$ cat config.mk
export PLATFORM = sky130hd
export DESIGN_NAME = sha256_stream_hash
export DESIGN_NICKNAME = d
export VERILOG_FILES = /design/src/sv/sha_pkg.sv /design/src/sv/sha_core.sv /design/src/sv/sha256_stream_hash.sv
export SDC_FILE = /design/constraint.sdc
export NUM_CORES = 2
export LEC_CHECK = 0
export BUFFER_PORTS_ARGS = -buffer_cell sky130_fd_sc_hd__buf_4
export CAP_MARGIN = 0
export CORE_UTILIZATION = 25
export CTS_CLUSTER_SIZE = 28
export DETAILED_ROUTE_END_ITERATION = 6
export PLACE_DENSITY = 0.39
export RECOVER_POWER = 25
export SLEW_MARGIN = 20
export SYNTH_ARGS = -nofsm -noshare
export SYNTH_HDL_FRONTEND = slang
export SYNTH_SLANG_ARGS = --single-unit
$ cat constraint.sdc
create_clock -name i_clk -period 18.3 [get_ports i_clk]
set_clock_uncertainty 0.1 [all_clocks]
set_input_delay 0 -clock i_clk [delete_from_list [all_inputs] [get_ports i_clk]]
set_output_delay 0 -clock i_clk [all_outputs]
set_load 0.02 [all_outputs]
$ cat src/sv/sha_pkg.sv
// Types, constants and round functions shared by the hash block.
package sha_pkg;
    localparam int unsigned BlockBytes = 64;
    localparam int unsigned LenBytes   = 8;
    localparam int unsigned Rounds     = 64;

    typedef struct packed {
        logic [7:0] msg_byte;
        logic       has_byte;
        logic       end_of_message;
    } t_in_item;

    typedef struct packed {
        logic [31:0] digest_word;
        logic [2:0]  word_number;
        logic        last_word;
    } t_out_item;

    typedef struct packed {
        logic start;
        logic init;
    } t_core_ctl;

    localparam logic [31:0] InitHash [8] = '{
        32'h6a09e667, 32'hbb67ae85, 32'h3c6ef372, 32'ha54ff53a,
        32'h510e527f, 32'h9b05688c, 32'h1f83d9ab, 32'h5be0cd19};

    localparam logic [31:0] RoundK [64] = '{
        32'h428a2f98, 32'h71374491, 32'hb5c0fbcf, 32'he9b5dba5, 32'h3956c25b, 32'h59f111f1,
        32'h923f82a4, 32'hab1c5ed5, 32'hd807aa98, 32'h12835b01, 32'h243185be, 32'h550c7dc3,
        32'h72be5d74, 32'h80deb1fe, 32'h9bdc06a7, 32'hc19bf174, 32'he49b69c1, 32'hefbe4786,
        32'h0fc19dc6, 32'h240ca1cc, 32'h2de92c6f, 32'h4a7484aa, 32'h5cb0a9dc, 32'h76f988da,
        32'h983e5152, 32'ha831c66d, 32'hb00327c8, 32'hbf597fc7, 32'hc6e00bf3, 32'hd5a79147,
        32'h06ca6351, 32'h14292967, 32'h27b70a85, 32'h2e1b2138, 32'h4d2c6dfc, 32'h53380d13,
        32'h650a7354, 32'h766a0abb, 32'h81c2c92e, 32'h92722c85, 32'ha2bfe8a1, 32'ha81a664b,
        32'hc24b8b70, 32'hc76c51a3, 32'hd192e819, 32'hd6990624, 32'hf40e3585, 32'h106aa070,
        32'h19a4c116, 32'h1e376c08, 32'h2748774c, 32'h34b0bcb5, 32'h391c0cb3, 32'h4ed8aa4a,
        32'h5b9cca4f, 32'h682e6ff3, 32'h748f82ee, 32'h78a5636f, 32'h84c87814, 32'h8cc70208,
        32'h90befffa, 32'ha4506ceb, 32'hbef9a3f7, 32'hc67178f2};

    function automatic logic [31:0] rotr(input logic [31:0] x, input int unsigned n);
        rotr = (x >> n) | (x << (32 - n));
    endfunction

    function automatic logic [31:0] ssig0(input logic [31:0] x);
        ssig0 = rotr(x, 7) ^ rotr(x, 18) ^ (x >> 3);
    endfunction

    function automatic logic [31:0] ssig1(input logic [31:0] x);
        ssig1 = rotr(x, 17) ^ rotr(x, 19) ^ (x >> 10);
    endfunction

    function automatic logic [31:0] bsig0(input logic [31:0] x);
        bsig0 = rotr(x, 2) ^ rotr(x, 13) ^ rotr(x, 22);
    endfunction

    function automatic logic [31:0] bsig1(input logic [31:0] x);
        bsig1 = rotr(x, 6) ^ rotr(x, 11) ^ rotr(x, 25);
    endfunction
endpackage

$ cat src/sv/sha_core.sv
// Compression unit: one shared round datapath, one round per cycle, plus chain update.
module sha_core
    import sha_pkg::*;
(
    input  logic            i_clk,
    input  logic            i_rst_n,
    input  t_core_ctl       i_ctl,
    input  logic [511:0]    i_block,
    output logic            o_busy,
    output logic [255:0]    o_chain
);
    logic [6:0]  r_rnd;
    logic        r_busy;
    logic [31:0] r_w [16];
    logic [31:0] r_v [8];
    logic [31:0] r_h [8];
    logic [31:0] w_cur;
    logic [31:0] w_new;
    logic [31:0] t1;
    logic [31:0] t2;
    logic [5:0]  rnd_idx;

    assign rnd_idx = r_rnd[5:0];
    assign w_cur = r_w[0];
    assign w_new = ssig1(r_w[14]) + r_w[9] + ssig0(r_w[1]) + r_w[0];
    assign t1 = r_v[7] + bsig1(r_v[4]) + ((r_v[4] & r_v[5]) ^ (~r_v[4] & r_v[6]))
                + RoundK[rnd_idx] + w_cur;
    assign t2 = bsig0(r_v[0]) + ((r_v[0] & r_v[1]) ^ (r_v[0] & r_v[2]) ^ (r_v[1] & r_v[2]));
    assign o_busy = r_busy;

    always_ff @(posedge i_clk) begin
        if (!i_rst_n) begin
            r_busy <= 1'b0;
            r_rnd  <= '0;
            for (int i = 0; i < 8; i++) r_h[i] <= InitHash[i];
        end else if (i_ctl.init) begin
            for (int i = 0; i < 8; i++) r_h[i] <= InitHash[i];
        end else if (i_ctl.start) begin
            r_busy <= 1'b1;
            r_rnd  <= '0;
            for (int i = 0; i < 16; i++) r_w[i] <= i_block[511 - 32 * i -: 32];
            for (int i = 0; i < 8; i++) r_v[i] <= r_h[i];
        end else if (r_busy) begin
            if (r_rnd == 7'(Rounds)) begin
                for (int i = 0; i < 8; i++) r_h[i] <= r_h[i] + r_v[i];
                r_busy <= 1'b0;
            end else begin
                for (int i = 0; i < 15; i++) r_w[i] <= r_w[i + 1];
                r_w[15] <= w_new;
                r_v[7] <= r_v[6];
                r_v[6] <= r_v[5];
                r_v[5] <= r_v[4];
                r_v[4] <= r_v[3] + t1;
                r_v[3] <= r_v[2];
                r_v[2] <= r_v[1];
                r_v[1] <= r_v[0];
                r_v[0] <= t1 + t2;
                r_rnd  <= r_rnd + 7'd1;
            end
        end
    end

    always_comb begin
        for (int i = 0; i < 8; i++) o_chain[255 - 32 * i -: 32] = r_h[i];
    end
endmodule

$ cat src/sv/sha256_stream_hash.sv
// Streaming SHA-256: bytes in, eight digest words out per message.
// Each transfer carries at most one byte; a transfer that does not close the
// message leaves the input ready unless it fills a 64-byte block. That transfer
// holds the input off during compression: a start state for the single shared
// round unit, then one load, 64 rounds (one per cycle) and one chain update.
// A closing transfer runs one or two padding blocks (after the full block if its
// byte fills one), then emits eight words, one per accepted output transfer;
// input is not ready from the closing transfer until word 7 leaves.
module sha256_stream_hash
    import sha_pkg::*;
(
    input  logic      i_clk,
    input  logic      i_rst_n,
    input  logic      i_valid,
    output logic      o_ready,
    input  t_in_item  i_data,
    output logic      o_valid,
    input  logic      i_ready,
    output t_out_item o_data
);
    localparam logic [2:0] StIdle = 3'd0;
    localparam logic [2:0] StFull = 3'd1;
    localparam logic [2:0] StPad1 = 3'd2;
    localparam logic [2:0] StPad2 = 3'd3;
    localparam logic [2:0] StOut  = 3'd4;
    localparam logic [2:0] StWait = 3'd5;

    logic [2:0]   r_st;
    logic [7:0]   r_blk [64];
    logic [5:0]   r_cnt;
    logic [63:0]  r_bits;
    logic [2:0]   r_word;
    logic         r_two;
    logic         r_pad2;
    logic [511:0] blk_flat;
    logic [511:0] pad_flat;
    logic [255:0] chain;
    logic         busy;
    logic         start;
    t_core_ctl    ctl;
    logic         acc;
    logic         dlv;
    logic [5:0]   wr_idx;
    logic         r_fin;   // closing pending after current compression
    logic         r_run;   // core started, wait for busy

    assign o_ready = (r_st == StIdle);
    assign acc = i_valid && o_ready;
    assign o_valid = (r_st == StOut);
    assign dlv = o_valid && i_ready;
    assign wr_idx = r_cnt;

    always_comb begin
        for (int i = 0; i < 64; i++) blk_flat[511 - 8 * i -: 8] = r_blk[i];
    end

    // pad: bytes below count, 0x80 at count, zeros; 2nd pad all zero; length last
    always_comb begin
        for (int i = 0; i < 64; i++) begin
            if (r_pad2) pad_flat[511 - 8 * i -: 8] = 8'h00;
            else if (6'(i) < r_cnt) pad_flat[511 - 8 * i -: 8] = r_blk[i];
            else if (6'(i) == r_cnt) pad_flat[511 - 8 * i -: 8] = 8'h80;
            else pad_flat[511 - 8 * i -: 8] = 8'h00;
        end
        if (!r_two || r_pad2) pad_flat[63:0] = r_bits;
    end

    always_comb begin
        start = 1'b0;
        case (r_st)
            StFull, StPad1, StPad2: start = 1'b1;
            default: start = 1'b0;
        endcase
    end

    assign ctl.start = start;
    assign ctl.init = dlv && r_word == 3'd7;

    sha_core u_core (
        .i_clk   (i_clk),
        .i_rst_n (i_rst_n),
        .i_ctl   (ctl),
        .i_block ((r_st == StFull) ? blk_flat : pad_flat),
        .o_busy  (busy),
        .o_chain (chain)
    );

    always_ff @(posedge i_clk) begin
        if (acc && i_data.has_byte) r_blk[wr_idx] <= i_data.msg_byte;
    end

    always_ff @(posedge i_clk) begin
        if (!i_rst_n) begin
            r_st <= StIdle;
            r_cnt <= '0;
            r_bits <= '0;
            r_word <= '0;
            r_two <= 1'b0;
            r_pad2 <= 1'b0;
            r_fin <= 1'b0;
            r_run <= 1'b0;
        end else begin
            r_run <= start;
            case (r_st)
                StIdle: begin
                    if (acc) begin
                        if (i_data.has_byte) begin
                            r_cnt <= r_cnt + 6'd1;
                            r_bits <= r_bits + 64'd8;
                        end
                        r_pad2 <= 1'b0;
                        if (i_data.has_byte && r_cnt == 6'd63) begin
                            r_fin <= i_data.end_of_message;
                            r_st <= StFull;
                        end else if (i_data.end_of_message) begin
                            r_two <= (i_data.has_byte ? r_cnt + 6'd1 : r_cnt) >= 6'd56;
                            r_st <= StPad1;
                        end
                    end
                end
                StFull, StPad1, StPad2: r_st <= StWait;
                StWait: begin
                    if (!r_run && !busy) begin
                        if (r_fin) begin
                            r_fin <= 1'b0;
                            r_two <= (r_cnt >= 6'd56);
                            r_st <= StPad1;
                        end else if (r_two && !r_pad2 && r_st == StWait && r_word == 3'd1)
                            r_st <= StOut;
                        else if (r_two && !r_pad2) begin
                            r_pad2 <= 1'b1;
                            r_st <= StPad2;
                        end else if (r_pad2 || r_word == 3'd1) begin
                            r_st <= StOut;
                            r_word <= '0;
                        end else r_st <= StIdle;
                    end
                end
                StOut: begin
                    if (dlv) begin
                        r_word <= r_word + 3'd1;
                        if (r_word == 3'd7) begin
                            r_st <= StIdle;
                            r_cnt <= '0;
                            r_bits <= '0;
                            r_two <= 1'b0;
                            r_pad2 <= 1'b0;
                        end
                    end
                end
                default: r_st <= StIdle;
            endcase
            // mark a single pad block done for output routing; clear count on full
            if (r_st == StPad1 && !r_two) r_word <= 3'd1;
            if (r_st == StPad1 && r_two) r_word <= 3'd0;
            if (r_st == StFull) r_cnt <= '0;
        end
    end

    assign o_data.digest_word = chain[255 - 32 * r_word -: 32];
    assign o_data.word_number = r_word;
    assign o_data.last_word = (r_word == 3'd7);
endmodule

# Yosys cells after proc, flatten, opt, wreduce, memory -nomap -nowiden
# Memories as Yosys holds them, arrays and structs flattened.
# Index checks and enable logic that the tools add are counted.
# totals
out_inout_bits,38
elab_cells,619
reg_bits,88
input_bits,14
ram_bits,1536
n_memories,5
romBits,2048
# mem_list
name,depth,word_bits,read_ports,rd_ports_with_merged_regs,write_ports,line,text
(name not given),64,32,1,0,0,sha_core.sv:27,+ RoundK[rnd_idx] + w_cur;
r_blk,64,8,64,0,1,sha256_stream_hash.sv:29,logic [7:0] r_blk [64];
u_core.r_w,16,32,16,0,16,sha_core.sv:14,logic [31:0] r_w [16];
u_core.r_h,8,32,8,0,8,sha_core.sv:16,logic [31:0] r_h [8];
u_core.r_v,8,32,8,0,8,sha_core.sv:15,logic [31:0] r_v [8];
# op_classes
n_eq_ne,94
bitwise,70
reduce_logical,38
addsub,23
n_lt_le_gt_ge,67
n_shift,1
muxes,310
# ops
operator,n
8-bit two-way mux,192
32-bit two-way mux,42
32-bit adder,18
512-bit two-way mux,1
64-bit two-way mux,5
32-bit bitwise XOR,9
287-bit by 33-bit variable part select with 32-bit output,1
6-bit == test (first input constant),32
6-bit less-than comparator (first input constant),32
32-bit bitwise AND,5
64-bit case mux with 2 select lines,1
5-bit by 6-bit == test with 1-bit output (first input constant),16
5-bit by 6-bit less-than comparator with 1-bit output (first input constant),16
64-bit by 4-bit adder with 64-bit output (second input constant),1
4-bit by 6-bit == test with 1-bit output (first input constant),8
4-bit by 6-bit less-than comparator with 1-bit output (first input constant),8
3-bit two-way mux,16
1-bit two-way mux,40
1-bit OR,40
32-bit inverter,1
10-bit by 32-bit OR with 32-bit output,1
13-bit by 32-bit OR with 32-bit output,1
14-bit by 32-bit OR with 32-bit output,1
15-bit by 32-bit OR with 32-bit output,1
52 further kinds,115

# Depth between registers and ports, before layout
# An unclocked memory read counts as a cell.
# logic_depth
depth_word,10
depth_mapped,41
depth_no_buf,39

# Modules after synthesis
# A second synthesis with hierarchy kept.
# hier_totals
cells_unflattened,9453
hier_area_um2,95151.3
# by_module_without_submodules
mod,cells_each,n_inst,area_per_inst_um2
sha_core,7360,1,68383.1
sha256_stream_hash,2093,1,26768.2

# Worst setup path after synthesis
# OpenSTA, ideal clock, no wires.
# synth_timing
path_type,register -> register
startpoint,register u_core.r_rnd[1]
endpoint,memory u_core.r_v[0][0] (enable)
n_path_buf,5
arrival_time_ps,14869
slack_ps,-1989
setup_ps,5320
stages_incl_launch_ff,13
cell_sequence,dfxtp_1 > clkbuf_1 > inv_1 > ha_1 > clkbuf_1 > nor2b_1 > nand4_1 > nand3_1 > or2_2 > clkbuf_2 > buf_2 > clkbuf_1 > nand2_1
# synth_rtl
item,line,text
"start, declared",sha_core.sv:12,logic [6:0] r_rnd;
"start signal, assigned",sha_core.sv:58,r_rnd <= r_rnd + 7'd1;
"end, declared",sha_core.sv:15,

==> results.md <==
- CP required: 18.79 ns
- Setup Total Neg Slack: 0 ns
- Ratio of routed vias to standard cells: 5.00
- Fraction of layout cells with a size suffix above 1: 7.32%
- Commonest non-fill, non-tap cell in the layout: edfxtp_1
- Standard cell with the maximum stage delay on the critical path: ha_1
- Crit path DAT: 10.67 ns
- Synthesized cell area: 91600 um2
- Worst-margin pin slew: 3.79 ns
- Max-slew headroom at the worst pin: -153%
- Relative area change from synthesis to final layout: 13.1%
- Final core utilization: 28.5%
- Critical path's most frequent cell: a21oi_1
- Post-DP HPWL: 260000 um
- Vias post-DR: 65700
- Critical path capture point type: register
- Synth Warn #: 0
- Total track usage: 18.8%
- CTS tree: yes
- Max clock buf depth: 4
- Post-synth ARST share: 0%
- Length of the first detailed-routing pass in iterations: 7
- Max Fclk: 98.1 MHz
- Launch point of the critical path: u_core.r_rnd[0]$_SDFFE_PN0P_
- Register area share after synthesis: 51.9%
- Violations in the final reports: max-capacitance violations, max-slew violations
- Detailed-route wire length per cell: 27.2 um
- Core area: 364000 um2
- Startpoint of the lowest-slack register-to-register path: u_core.r_rnd[0]$_SDFFE_PN0P_
- Min-delay worst type: primary input to register
- Die Y-Extent: 607 um
- Total setup violations reported at the end of the flow: 0
- First-pass GRT wire length: 503000 um
- Clock latency on the worst-skew pair: 0.91 ns
- Starting DRC count in detailed routing: 5569
- Most area-consuming cells after synthesis: edfxtp_1, ha_1, nand2_1, fa_1, xnor2_1
- Launch instance of the worst min-delay path: i_rst_n
- FF/Latch Area: 47500 um2
- Reg clk slew, reported paths: 0.06 ns
- Max-slew violations: 782
- Library cell with the largest summed area after synthesis: edfxtp_1
- Area of the multi-input gates: 41300 um2
- Post-CTS setup buffer count: 0
- Launching element type of the critical path: register
- Max Cap Viol: 22
- Drt total wl: 358000 um
- Final weighted congestion in routability-driven placement: 0.872
- CTS Buf Count: 195
- Worst Setup Path Type: register to register
- Clock root buffer: clkbuf_16
- Count of mapped cells out of synthesis: 8239
- I/O pin cnt: 52
- Aggregate global routing overflow: 0
- Clock sink count: 1621
- Vias in the first global route: 64700
- Unrepaired setup endpoints after global routing: false
- Largest net degree at the start of global routing: 174
- Final critical-path required period: 10.19 ns
- Post-detailed-route DRC marker count: 0
- Flops & latches, synth: 1621
- Final number of hold-violating endpoints: 0
- Commonest cells after routing, fill and taps aside: edfxtp_1, nand2_1, nor2_1
- Post-CTS Resized: 0
- Number of antenna-violating nets in the routed design: 0
- Unique masters post-synth: 120
- Maximum fanout along the worst path: 25
- CTS HTree Levels: 4
- Post-Syn Area per Cell: 11.1 um2
- Area fraction of the dominant cell type after synthesis: 49.3%
- Port Buffers: 51
- Primary flip-flop cell chosen by synthesis mapping: edfxtp_1
- Synthesized net count: 8850
- Antenna violations before repair: 15
- Starting Density: 25.2%
- Delay of the slowest critical-path stage: 0.97 ns
- Rows: 221
- Total Die Area: 369000 um2
- Status: finished with violations
- Post-synth EDFFs: 1504
- Number of hold buffers added after CTS: 21
- Horizontal die dimension: 607 um
- Fill cell count: 37600
- Ratio of final minimum period to clock period: 55.7%
- Number of nets at the end of the flow: 8810
==> cells in the mapped netlist, types with 30 or more instances <==
master and instances:
edfxtp_1 1504, nand2_1 1289, nor2_1 588, a21oi_1 461, ha_1 402, o21ai_0 396, xnor2_1 391, clkbuf_1 356
a22o_1 320, inv_1 312, xor2_1 214, fa_1 195, nand3_1 154, a21o_1 150, dfxtp_1 117, nor3_1 108
nand2b_1 78, o21a_1 76, nor2b_1 67, mux4_2 66, a221oi_1 65, a31oi_1 64, a211oi_1 54, and3_1 50
or3_1 48, o21bai_1 47, mux2i_1 42, o211ai_1 38, and2_1 37, buf_1 37, mux2_2 37, nand4_1 37
o31ai_1 30
==> final cells by class <==
type                    count  share of cell area, %
clock inverters           105                  0.988
well taps                4794                   5.79
flip-flops and latches   1621                   45.9
multi-input cells        5887                   39.9
repair buffers            179                   1.34
inverters                 315                   1.15
clock buffers             252                   5.00
diodes                      3                0.00724
==> kinds of logic after synthesis <==
group,Yosys count,synth area share [%]
buf+inv,731,3.08
fa+ha+maj,623,10.0
mux,145,2.54
flops,1621,51.9
simple gates,2566,12.2
xor+xnor,607,5.83
compound gates,1946,14.5
==> worst max-delay path, delay by kind of cell, from the launching register on <==
kind                       cells  cell delay [ns]
buffers and inverters          5             0.73
DFF                            1             0.30
and+or+nand+nor                6             0.87
AOI/OAI and AO/OA             18             3.74
xor gates and xnor gates       2             0.48
adders and majority gates      7             3.67
==> layer usage <==
layer / up-vias / wire length [um] / track usage, %
met3: 402 / 13800 / 1.80
li1: 30000 / - / -
met2: 1617 / 173000 / 32.1
met1: 33700 / 161000 / 25.3
met4: 2 / 10500 / 5.17
met5: - / 12 / 0
==> final timing paths <==
check | end | slack, ns | cells past startpoint
min reg2reg | u_core.r_w[3][11]$_DFFE_PP_ | 0.41 | 1
min | r_bits[3]$_SDFFE_PN0P_ | 0.04 | 3
max reg2reg | u_core.r_v[0][31]$_DFFE_PP_ | 8.11 | 38
max | u_core.r_v[0][31]$_DFFE_PP_ | 8.11 | 38
==> flip-flops by register name (all words and copies together) (netlist names) <==
signal         cells
u_core.r_v       256
u_core.r_rnd       7
u_core.r_w       512
u_core.o_busy      1
r_run              1
r_bits            61
r_st               3
r_fin              1
r_cnt              6
u_core.r_h       256
r_word             3
r_pad2             1
r_blk            512
r_two              1
==> stage by stage <==
stage | cell area, um2 | hold WS, ns | setup slack [ns] | std cells
final | 104000 | 0.0397 | 8.11 | 13200
after global routing | 104000 | 0.0479 | 7.46 | 13200
after CTS | 104000 | 0.00853 | 8.09 | 13200
after detailed placement | 97300 | 0.241 | 8.16 | 12800
after global placement | 97300 | 0.230 | 8.08 | 12800
after floorplan | 91600 | -0.00113 | 5.77 | 8239
Power is not shown: default switching activity piles up to over one toggle a cycle in this logic, so the estimate is an artifact.
